==> src/hdl/dts_pkg.sv <==
// Shared types, character codes and byte classification for the delimited tag scanner.
package dts_pkg;

   localparam int POS_WIDTH = 24;

   typedef logic [POS_WIDTH-1:0] pos_type;
   typedef logic [1:0]           mode_type;

   localparam pos_type POS_MAX = '1;

   localparam mode_type FILTER_ALL = 2'd0;
   localparam mode_type FILTER_ENC = 2'd1;
   localparam mode_type FILTER_RAW = 2'd2;

   localparam logic [7:0] CHAR_CARET = 8'h5E;
   localparam logic [7:0] CHAR_L     = 8'h4C;
   localparam logic [7:0] CHAR_O     = 8'h4F;
   localparam logic [7:0] CHAR_Q     = 8'h51;
   localparam logic [7:0] CHAR_ONE   = 8'h31;
   localparam logic [7:0] CHAR_COLON = 8'h3A;
   localparam logic [7:0] CHAR_PLUS  = 8'h2B;
   localparam logic [7:0] CHAR_SLASH = 8'h2F;
   localparam logic [7:0] CHAR_EQUAL = 8'h3D;

   localparam pos_type ENC_MIN_LEN = pos_type'(4);

   typedef struct packed {
      logic [7:0] text_byte;
      logic       first_of_text;
   } req_type;

   typedef struct packed {
      pos_type start_pos;
      pos_type end_pos;
      pos_type payload_len;
      logic    is_encrypted;
   } rsp_type;

   function automatic logic is_b64(input logic [7:0] c);
      return (c >= 8'h41 && c <= 8'h5A) || (c >= 8'h61 && c <= 8'h7A) ||
             (c >= 8'h30 && c <= 8'h39) || c == CHAR_PLUS || c == CHAR_SLASH ||
             c == CHAR_EQUAL;
   endfunction

   // Does byte c fit the encrypted form at payload index idx.
   function automatic logic byte_fits(input logic [7:0] c, input pos_type idx);
      logic fits;
      if (idx == pos_type'(0)) begin
         fits = (c == CHAR_L) || (c == CHAR_O) || (c == CHAR_Q);
      end else if (idx == pos_type'(1)) begin
         fits = (c == CHAR_ONE);
      end else if (idx == pos_type'(2)) begin
         fits = (c == CHAR_COLON);
      end else begin
         fits = is_b64(c);
      end
      return fits;
   endfunction

   function automatic pos_type sat_inc(input pos_type v);
      return (v == POS_MAX) ? POS_MAX : v + pos_type'(1);
   endfunction

endpackage

==> src/hdl/dts_scan_core.sv <==
// Scanner state and per-byte update: tag open/close tracking and classification.
module dts_scan_core (
   input  logic              clock,
   input  logic              reset,
   input  logic              step,
   input  dts_pkg::req_type  item,
   input  dts_pkg::mode_type filter_mode,
   output logic              emit,
   output dts_pkg::rsp_type  result
);

   logic             inside_ff, inside_in;
   logic             prev_ff, prev_in;
   logic             held_ff, held_in;
   logic             ok_ff, ok_in;
   dts_pkg::pos_type pos_ff, pos_in;
   dts_pkg::pos_type open_ff, open_in;
   dts_pkg::pos_type count_ff, count_in;

   logic             cur_inside, cur_prev, cur_held, cur_ok;
   dts_pkg::pos_type cur_pos, cur_open, cur_count;
   logic             is_caret, enc, pass;
   dts_pkg::pos_type count_inc2;

   always_comb begin
      // a new text restarts the scan at position zero
      if (item.first_of_text) begin
         cur_inside = 1'b0;
         cur_prev   = 1'b0;
         cur_held   = 1'b0;
         cur_ok     = 1'b1;
         cur_pos    = '0;
         cur_open   = '0;
         cur_count  = '0;
      end else begin
         cur_inside = inside_ff;
         cur_prev   = prev_ff;
         cur_held   = held_ff;
         cur_ok     = ok_ff;
         cur_pos    = pos_ff;
         cur_open   = open_ff;
         cur_count  = count_ff;
      end

      is_caret   = (item.text_byte == dts_pkg::CHAR_CARET);
      enc        = cur_ok && (cur_count >= dts_pkg::ENC_MIN_LEN);
      count_inc2 = (cur_count >= dts_pkg::pos_type'(dts_pkg::POS_MAX - 1)) ?
                   dts_pkg::POS_MAX : cur_count + dts_pkg::pos_type'(2);

      case (filter_mode)
         dts_pkg::FILTER_ENC: pass = enc;
         dts_pkg::FILTER_RAW: pass = !enc;
         default:             pass = 1'b1;
      endcase

      inside_in = cur_inside;
      prev_in   = cur_prev;
      held_in   = cur_held;
      ok_in     = cur_ok;
      open_in   = cur_open;
      count_in  = cur_count;
      pos_in    = dts_pkg::sat_inc(cur_pos);
      emit      = 1'b0;

      if (!cur_inside) begin
         if (is_caret) begin
            if (cur_prev) begin
               inside_in = 1'b1;
               prev_in   = 1'b0;
               held_in   = 1'b0;
               open_in   = (cur_pos != '0) ? cur_pos - dts_pkg::pos_type'(1) : '0;
               count_in  = '0;
               ok_in     = 1'b1;
            end else begin
               prev_in = 1'b1;
            end
         end else begin
            prev_in = 1'b0;
         end
      end else if (cur_held && is_caret) begin
         emit      = (cur_count != '0) && pass;
         inside_in = 1'b0;
         held_in   = 1'b0;
         prev_in   = 1'b0;
         count_in  = '0;
         ok_in     = 1'b1;
      end else if (is_caret) begin
         held_in = 1'b1;
      end else begin
         // a held caret joins the payload first; a caret never fits the form
         held_in  = 1'b0;
         ok_in    = cur_ok && !cur_held && dts_pkg::byte_fits(item.text_byte, cur_count);
         count_in = cur_held ? count_inc2 : dts_pkg::sat_inc(cur_count);
      end

      result.start_pos    = cur_open;
      result.end_pos      = pos_in;
      result.payload_len  = cur_count;
      result.is_encrypted = enc;
   end

   always_ff @(posedge clock) begin
      if (reset) begin
         inside_ff <= 1'b0;
         prev_ff   <= 1'b0;
         held_ff   <= 1'b0;
         ok_ff     <= 1'b1;
         pos_ff    <= '0;
         open_ff   <= '0;
         count_ff  <= '0;
      end else if (step) begin
         inside_ff <= inside_in;
         prev_ff   <= prev_in;
         held_ff   <= held_in;
         ok_ff     <= ok_in;
         pos_ff    <= pos_in;
         open_ff   <= open_in;
         count_ff  <= count_in;
      end
   end

endmodule

==> src/hdl/delimited_tag_scanner_top.sv <==
// Top level: input register, scanner core, result register and filter mode register.
// An accepted item is held in the input register, and its result is registered in the result register for rsp_valid.
// Throughput: one byte per cycle unless the result register stalls; the scanner core updates its state once per byte.
// A stalled result register holds the input register, which then holds req_ready low.
// Reset (synchronous, active high) empties both registers, clears the scanner state
// and sets the filter mode to emit all tags.
module delimited_tag_scanner_top (
   input  logic              clock,
   input  logic              reset,
   input  logic              req_valid,
   output logic              req_ready,
   input  dts_pkg::req_type  req_data,
   output logic              rsp_valid,
   input  logic              rsp_ready,
   output dts_pkg::rsp_type  rsp_data,
   input  logic              csr_wr_en,
   input  dts_pkg::mode_type csr_wr_data
);

   dts_pkg::mode_type filter_mode_ff;
   logic              s1_valid_ff;
   dts_pkg::req_type  s1_item_ff;
   logic              rsp_valid_ff;
   dts_pkg::rsp_type  rsp_data_ff;

   logic              advance;
   logic              emit;
   dts_pkg::rsp_type  result;

   assign advance   = s1_valid_ff && (!rsp_valid_ff || rsp_ready);
   assign req_ready = !s1_valid_ff || advance;
   assign rsp_valid = rsp_valid_ff;
   assign rsp_data  = rsp_data_ff;

   dts_scan_core u_core (
      .clock       (clock),
      .reset       (reset),
      .step        (advance),
      .item        (s1_item_ff),
      .filter_mode (filter_mode_ff),
      .emit        (emit),
      .result      (result)
   );

   always_ff @(posedge clock) begin
      if (reset) begin
         filter_mode_ff <= dts_pkg::FILTER_ALL;
      end else if (csr_wr_en) begin
         filter_mode_ff <= csr_wr_data;
      end
   end

   always_ff @(posedge clock) begin
      if (reset) begin
         s1_valid_ff <= 1'b0;
      end else if (req_ready) begin
         s1_valid_ff <= req_valid;
      end
   end

   always_ff @(posedge clock) begin
      if (req_valid && req_ready) begin
         s1_item_ff <= req_data;
      end
   end

   always_ff @(posedge clock) begin
      if (reset) begin
         rsp_valid_ff <= 1'b0;
      end else if (advance) begin
         rsp_valid_ff <= emit;
      end else if (rsp_ready) begin
         rsp_valid_ff <= 1'b0;
      end
   end

   always_ff @(posedge clock) begin
      if (advance && emit) begin
         rsp_data_ff <= result;
      end
   end

   a_len_nonzero: assert property (@(posedge clock) disable iff (reset)
      rsp_valid_ff |-> (rsp_data_ff.payload_len != '0))
      else $error("tag result with empty payload");

   a_end_after_start: assert property (@(posedge clock) disable iff (reset)
      rsp_valid_ff |-> (rsp_data_ff.end_pos > rsp_data_ff.start_pos))
      else $error("tag end not past its start");

   a_enc_len: assert property (@(posedge clock) disable iff (reset)
      (rsp_valid_ff && rsp_data_ff.is_encrypted) |->
         (rsp_data_ff.payload_len >= dts_pkg::ENC_MIN_LEN))
      else $error("encrypted tag shorter than minimum");

   a_s1_hold: assert property (@(posedge clock) disable iff (reset)
      (s1_valid_ff && !advance) |=> (s1_valid_ff && $stable(s1_item_ff)))
      else $error("input register lost an item while stalled");

endmodule
==> config.mk <==
export PLATFORM = sky130hd
export DESIGN_NAME = delimited_tag_scanner_top
export DESIGN_NICKNAME = d
export VERILOG_FILES = /design/src/hdl/dts_pkg.sv /design/src/hdl/dts_scan_core.sv /design/src/hdl/delimited_tag_scanner_top.sv
export SDC_FILE = /design/constraint.sdc
export NUM_CORES = 1
export LEC_CHECK = 0
export BUFFER_PORTS_ARGS = -buffer_cell sky130_fd_sc_hd__buf_2
export CORE_ASPECT_RATIO = 2
export CORE_MARGIN = 1.5
export CORE_UTILIZATION = 41
export DETAILED_ROUTE_END_ITERATION = 8
export SLEW_MARGIN = 20
export SYNTH_ARGS = -nofsm -noshare
export SYNTH_HDL_FRONTEND = slang
export SYNTH_SLANG_ARGS = --single-unit
export TNS_END_PERCENT = 20
==> constraint.sdc <==
create_clock -name clock -period 12.6 [get_ports clock]
set_clock_uncertainty 0.2 [all_clocks]
set_input_delay 1.26 -clock clock [delete_from_list [all_inputs] [get_ports clock]]
set_output_delay 1.26 -clock clock [all_outputs]
set_load 0.05 [all_outputs]
# After elaboration in Yosys (flattened, before gate mapping)
# Cells that the tools add are included.
dict set report word_totals {
  output_inout_bits 75
  ramBits 0
  romBits 0
  elab_cells 120
  latchBits 0
  regBits 162
  in_bits 16
  memories 0
}
dict set report op_classes {
  reduce_logical 28
  multipliers 0
  magnitude_cmp 8
  shift 0
  bitwise 0
  muxes 49
  div_mod_pow 0
  addsub 4
  n_eq_ne 15
}
# op n
set ops {}
lappend ops {{two-way mux 24 bit} 16}
lappend ops {{adder 24 x 1 -> 24 bit (second input constant)} 2}
lappend ops {{== test 24 bit (second input constant)} 2}
lappend ops {{nonzero test 24 bit} 2}
lappend ops {{== test 8 x 6 -> 1 bit (second input constant)} 5}
lappend ops {{== test 8 x 7 -> 1 bit (second input constant)} 4}
lappend ops {{two-way mux 1 bit} 32}
lappend ops {{adder 24 x 2 -> 24 bit (second input constant)} 1}
lappend ops {{== test 24 x 1 -> 1 bit (second input constant)} 1}
lappend ops {{== test 24 x 2 -> 1 bit (second input constant)} 1}
lappend ops {{greater-or-equal comparator 24 bit (second input constant)} 1}
lappend ops {{greater-or-equal comparator 24 x 3 -> 1 bit (second input constant)} 1}
lappend ops {{zero test 24 bit} 1}
lappend ops {{subtractor 24 x 1 -> 24 bit (second input constant)} 1}
lappend ops {{greater-or-equal comparator 8 x 7 -> 1 bit (second input constant)} 2}
lappend ops {{less-or-equal comparator 8 x 7 -> 1 bit (second input constant)} 2}
lappend ops {{logical AND 1 bit} 11}
lappend ops {{logical OR 1 bit} 9}
lappend ops {{greater-or-equal comparator 8 x 6 -> 1 bit (second input constant)} 1}
lappend ops {{less-or-equal comparator 8 x 6 -> 1 bit (second input constant)} 1}
lappend ops {{zero test 1 bit} 4}
lappend ops {{== test 2 x 1 -> 1 bit (second input constant)} 1}
lappend ops {{== test 2 bit (second input constant)} 1}
lappend ops {{one-hot mux 1 bit (2 select lines)} 1}
lappend ops {{nonzero test 2 bit} 1}

# Logic depth before layout (Yosys ltp)
dict set report logic_depth {
  ltp_word 17
  ltp_mapped 15
  mapped_depth_nobuf 10
}

# By module
# Synthesis repeated with hierarchy kept, for this count alone.
dict set report unflattened {
  cells_unflattened 989
  hier_area_um2 9003.6
}
# mod seq_area_each_um2 area_each_um2 n_inst cells_each
set by_module_without_submodules {}
lappend by_module_without_submodules {dts_scan_core 1521.5 6371.1 1 890}
lappend by_module_without_submodules {delimited_tag_scanner_top 2542.4 2632.5 1 99}

# Worst setup path before layout
# No wires, ideal clock.
dict set report synth_timing {
  path_type {in2reg}
  startpoint {in rsp_ready}
  endpoint {reg rsp_data_ff, in the netlist rsp_data[0], enable pin}
  setup_time_ns 0.528
  t_required_ns 11.872
  path_stages 5
  t_arrival_ns 5.413
  path_slack_ns 6.459
  path_buffers 0
  cell_sequence {nand2b_1 > nand2_1 > nor2_1 > nand4_1 > a21oi_1}
}
dict set report synth_via {
  elab_chain_cells 3
}
# item line
set synth_lines {}
lappend synth_lines {{start: declaration} delimited_tag_scanner_top.sv:14} ;# input logic rsp_ready,
lappend synth_lines {{logical OR 1 bit} delimited_tag_scanner_top.sv:30} ;# assign advance = s1_valid_ff && (!rsp_valid_ff || rsp_ready);
lappend synth_lines {{logical AND 1 bit} delimited_tag_scanner_top.sv:30}
lappend synth_lines {{logical AND 1 bit} delimited_tag_scanner_top.sv:78} ;# if (advance && emit) begin
lappend synth_lines {{end signal: assignment} delimited_tag_scanner_top.sv:79} ;# rsp_data_ff <= result;
lappend synth_lines {{end: declaration} delimited_tag_scanner_top.sv:24} ;# dts_pkg::rsp_type rsp_data_ff;
# No other way between the ends.
# A chain may end at the register's enable or synchronous reset.

==> flow_metrics.env <==
export IMPL_run_status="complete, no violations"
export IMPL_cp_arrival_ns=4.38
export IMPL_grt_max_degree=77
export IMPL_vias=7739
export IMPL_routed_wire_length_per_instance_um=20.2
export IMPL_detailedRoute_firstPassIterationCount=5
export IMPL_clock_tree_buffer_depth=2
export IMPL_power_static_leakage_nw=3.46
export IMPL_clk_latency_ns=0.44
export IMPL_sequential_fraction_of_the_synthesis_area=0.463
export IMPL_ys_warnings_count=0
export IMPL_die_height_um=210
export IMPL_final_layout_size_suffix_gt1_frac=0.160
export IMPL_post_route_drc_count=0
export IMPL_kind_of_end_point_of_the_critical_path="register"
export IMPL_synth_seq_cells=162
export IMPL_cts_resized=0
export IMPL_cts_setup_buffers=0
export IMPL_number_of_antenna_violations_at_the_first_check_in_global_routing=0
export IMPL_most_common_layout_cells="buf_2, nand2_1, edfxtp_1"
export IMPL_hold_path_class="reg -> reg"
export IMPL_critical_path_class="reg -> reg"
export IMPL_postRouteWirelength_um=26300
export IMPL_power_share_switching=0.247
export IMPL_comb_power_share=0.056
export IMPL_final_min_period_over_clock_period=0.336
export IMPL_core_area_um2=21000
export IMPL_total_setup_violations_reported_at_the_end_of_the_flow=0
export IMPL_drv_slew=0
export IMPL_share_clk_of_total_power=0.460
export IMPL_mostFrequentLayoutCell="buf_2"
export IMPL_mappedNetlistArea_um2=8780
export IMPL_grt_util_all_layers=0.241
export IMPL_antenna_cells=0
export IMPL_syn_inst=977
export IMPL_drv_cap=0
export IMPL_initial_core_util=0.418
export IMPL_tritoncts="done"
export IMPL_numCtsBuffers=17
export IMPL_timing_fmax_ghz=0.236
export IMPL_cp_startpoint_kind="register"
export IMPL_netlist_cell_type_count=72
export IMPL_final_core_utilization=0.474
export IMPL_grt_pass1_vias=7504
export IMPL_power_density_nw_per_um2=116
export IMPL_worst_ir_drop_vdd_mv=0.0956
export IMPL_vias_per_cell=5.94
export IMPL_tightest_slew_ns=1.22
export IMPL_clock_sink_count=162
export IMPL_final_cells=1303
export IMPL_drt_iter0_drc=424
export IMPL_slew_headroom=0.178
export IMPL_ys_flop_type="edfxtp_1"
export IMPL_dp_cells=1271
export IMPL_area_delta_synth_final_pct=13.4
export IMPL_clockRootBuffer="clkbuf_16"
export IMPL_cts_hold_buffers_added=0
export IMPL_cts_reportedPaths_clkPinSlew_ns=0.07
export IMPL_rsz0062_at_grt="no"
export IMPL_cp_data_required_time_ns=12.74
export IMPL_fp_dieArea_um2=22300
export IMPL_net_switching_power_mw=0.285
export IMPL_grt_pass1_wl_um=41000
export IMPL_worstHoldPathCells=2
export IMPL_io_pin_count=91
export IMPL_antenna_violating_nets_post_route=0
export IMPL_overflow=0
export IMPL_power_sequential_fraction=0.485
export IMPL_layout_cell_area_non_filler_um2=9950
export IMPL_placed_area_um2=9360
export IMPL_synth_net_count=1002
export IMPL_async_reset_ff_frac=0
export IMPL_synth_edf_count=82
export IMPL_post_dp_hpwl_um=19100
export IMPL_cp_max_fo=55
export IMPL_place_gp_congestion=1.00
export IMPL_totalNegativeSetupSlack_ns=0
export IMPL_report_final_hold_viol_count=0
export IMPL_r2r_worst_path_cells=12
export IMPL_placement_rows=75
export IMPL_numPortBuffers=90
export IMPL_period_minus_slack_ns=4.24
export IMPL_cellInternalPower_mw=0.870
export IMPL_cts_htree_levels=4
export IMPL_syn_avg_cell_area_um2=8.98
export IMPL_layout_nets=1046
export IMPL_die_width_um=106
area by class of cell:
class                      instances  area [µm²]
timing repair buffer             102         561
clock buffer                      17         425
multi-input combinational        719        4330
clock inverter                    15         171
sequential                       162        4060
inverter                          19        71.3
fill                            2099       11100
tap                              269         337
registers in the layout, summed over array words and instances (netlist names), 2 cells and up:
name	count
rsp_data	73
u_core.count_ff	24
u_core.open_ff	24
u_core.pos_ff	24
s1_item_ff	9
filter_mode_ff	2
metrics by stage:
step / setup WS (ns) / hold WS (ns) / power, mW
3_3_place_gp: 8.15 / 0.229 / 0.634
5_1_grt: 8.01 / 0.264 / 1.19
3_5_place_dp: 8.46 / 0.233 / 0.635
6_report: 8.36 / 0.245 / 1.16
4_1_cts: 8.43 / 0.249 / 1.16
2_1_floorplan: 6.46 / 0.221 / 0.613
cells in the mapped netlist (all sizes together), types with 25 or more instances:
master  number  area share
o21ai       88       0.057
a21oi       70       0.040
clkbuf      65       0.028
edfxtp      82        0.28
dfxtp       80        0.18
nand2       87       0.038
nor4        27       0.019
xnor2       25       0.025
nand3       36       0.021
nor3        33       0.019
nor2b       56       0.040
nor2        81       0.035
layer usage:
layer / track usage / up-vias / share of wire
li1: - / 3673 / -
met1: 0.236 / 3729 / 0.34
met2: 0.454 / 243 / 0.56
met3: 0.0335 / 94 / 0.034
met4: 0.166 / 0 / 0.065
met5: 0 / - / 0
worst max-delay path, stage by stage (launching register included):
cell      delay, ns
edfxtp_1       0.36
buf_4          0.31
inv_1          0.11
buf_4          0.36
nand2_1        0.18
inv_1          0.26
ha_1           0.30
nand4b_1       0.21
nor4_1         0.62
a21o_1         0.45
o21a_1         0.40
nor2_1         0.13
a211oi_1       0.23
logic make-up after synthesis:
kind of cell	count (synthesis)	share of synthesized area
AND/OR/NAND/NOR	409	0.246
flip-flops	162	0.463
AO/OA/AOI/OAI	253	0.183
adder cells (fa/ha/maj)	9	0.0128
XOR/XNOR	41	0.0409
multiplexers	7	0.00813
buffers and inverters	96	0.0460
power by group through the flow:
stage                     Clock [mW]  Sequential [mW]  Combinational (mW)
after global routing           0.561            0.560              0.0704
final                          0.531            0.560              0.0642
after floorplan                    0            0.568              0.0454
after detailed placement           0            0.571              0.0634
after global placement             0            0.571              0.0633
after CTS                      0.541            0.559              0.0636
worst paths after layout:
path | slack, ns | startpoint | end
hold reg to reg | 0.24 | u_core.open_ff[12] | u_core.open_ff[12]
setup reg to reg | 8.36 | s1_item_ff[0] | u_core.count_ff[5]
setup / recovery | 8.36 | s1_item_ff[0] | u_core.count_ff[5]
hold / removal | 0.24 | u_core.open_ff[12] | u_core.open_ff[12]
Power figures use the tool's default switching activity.
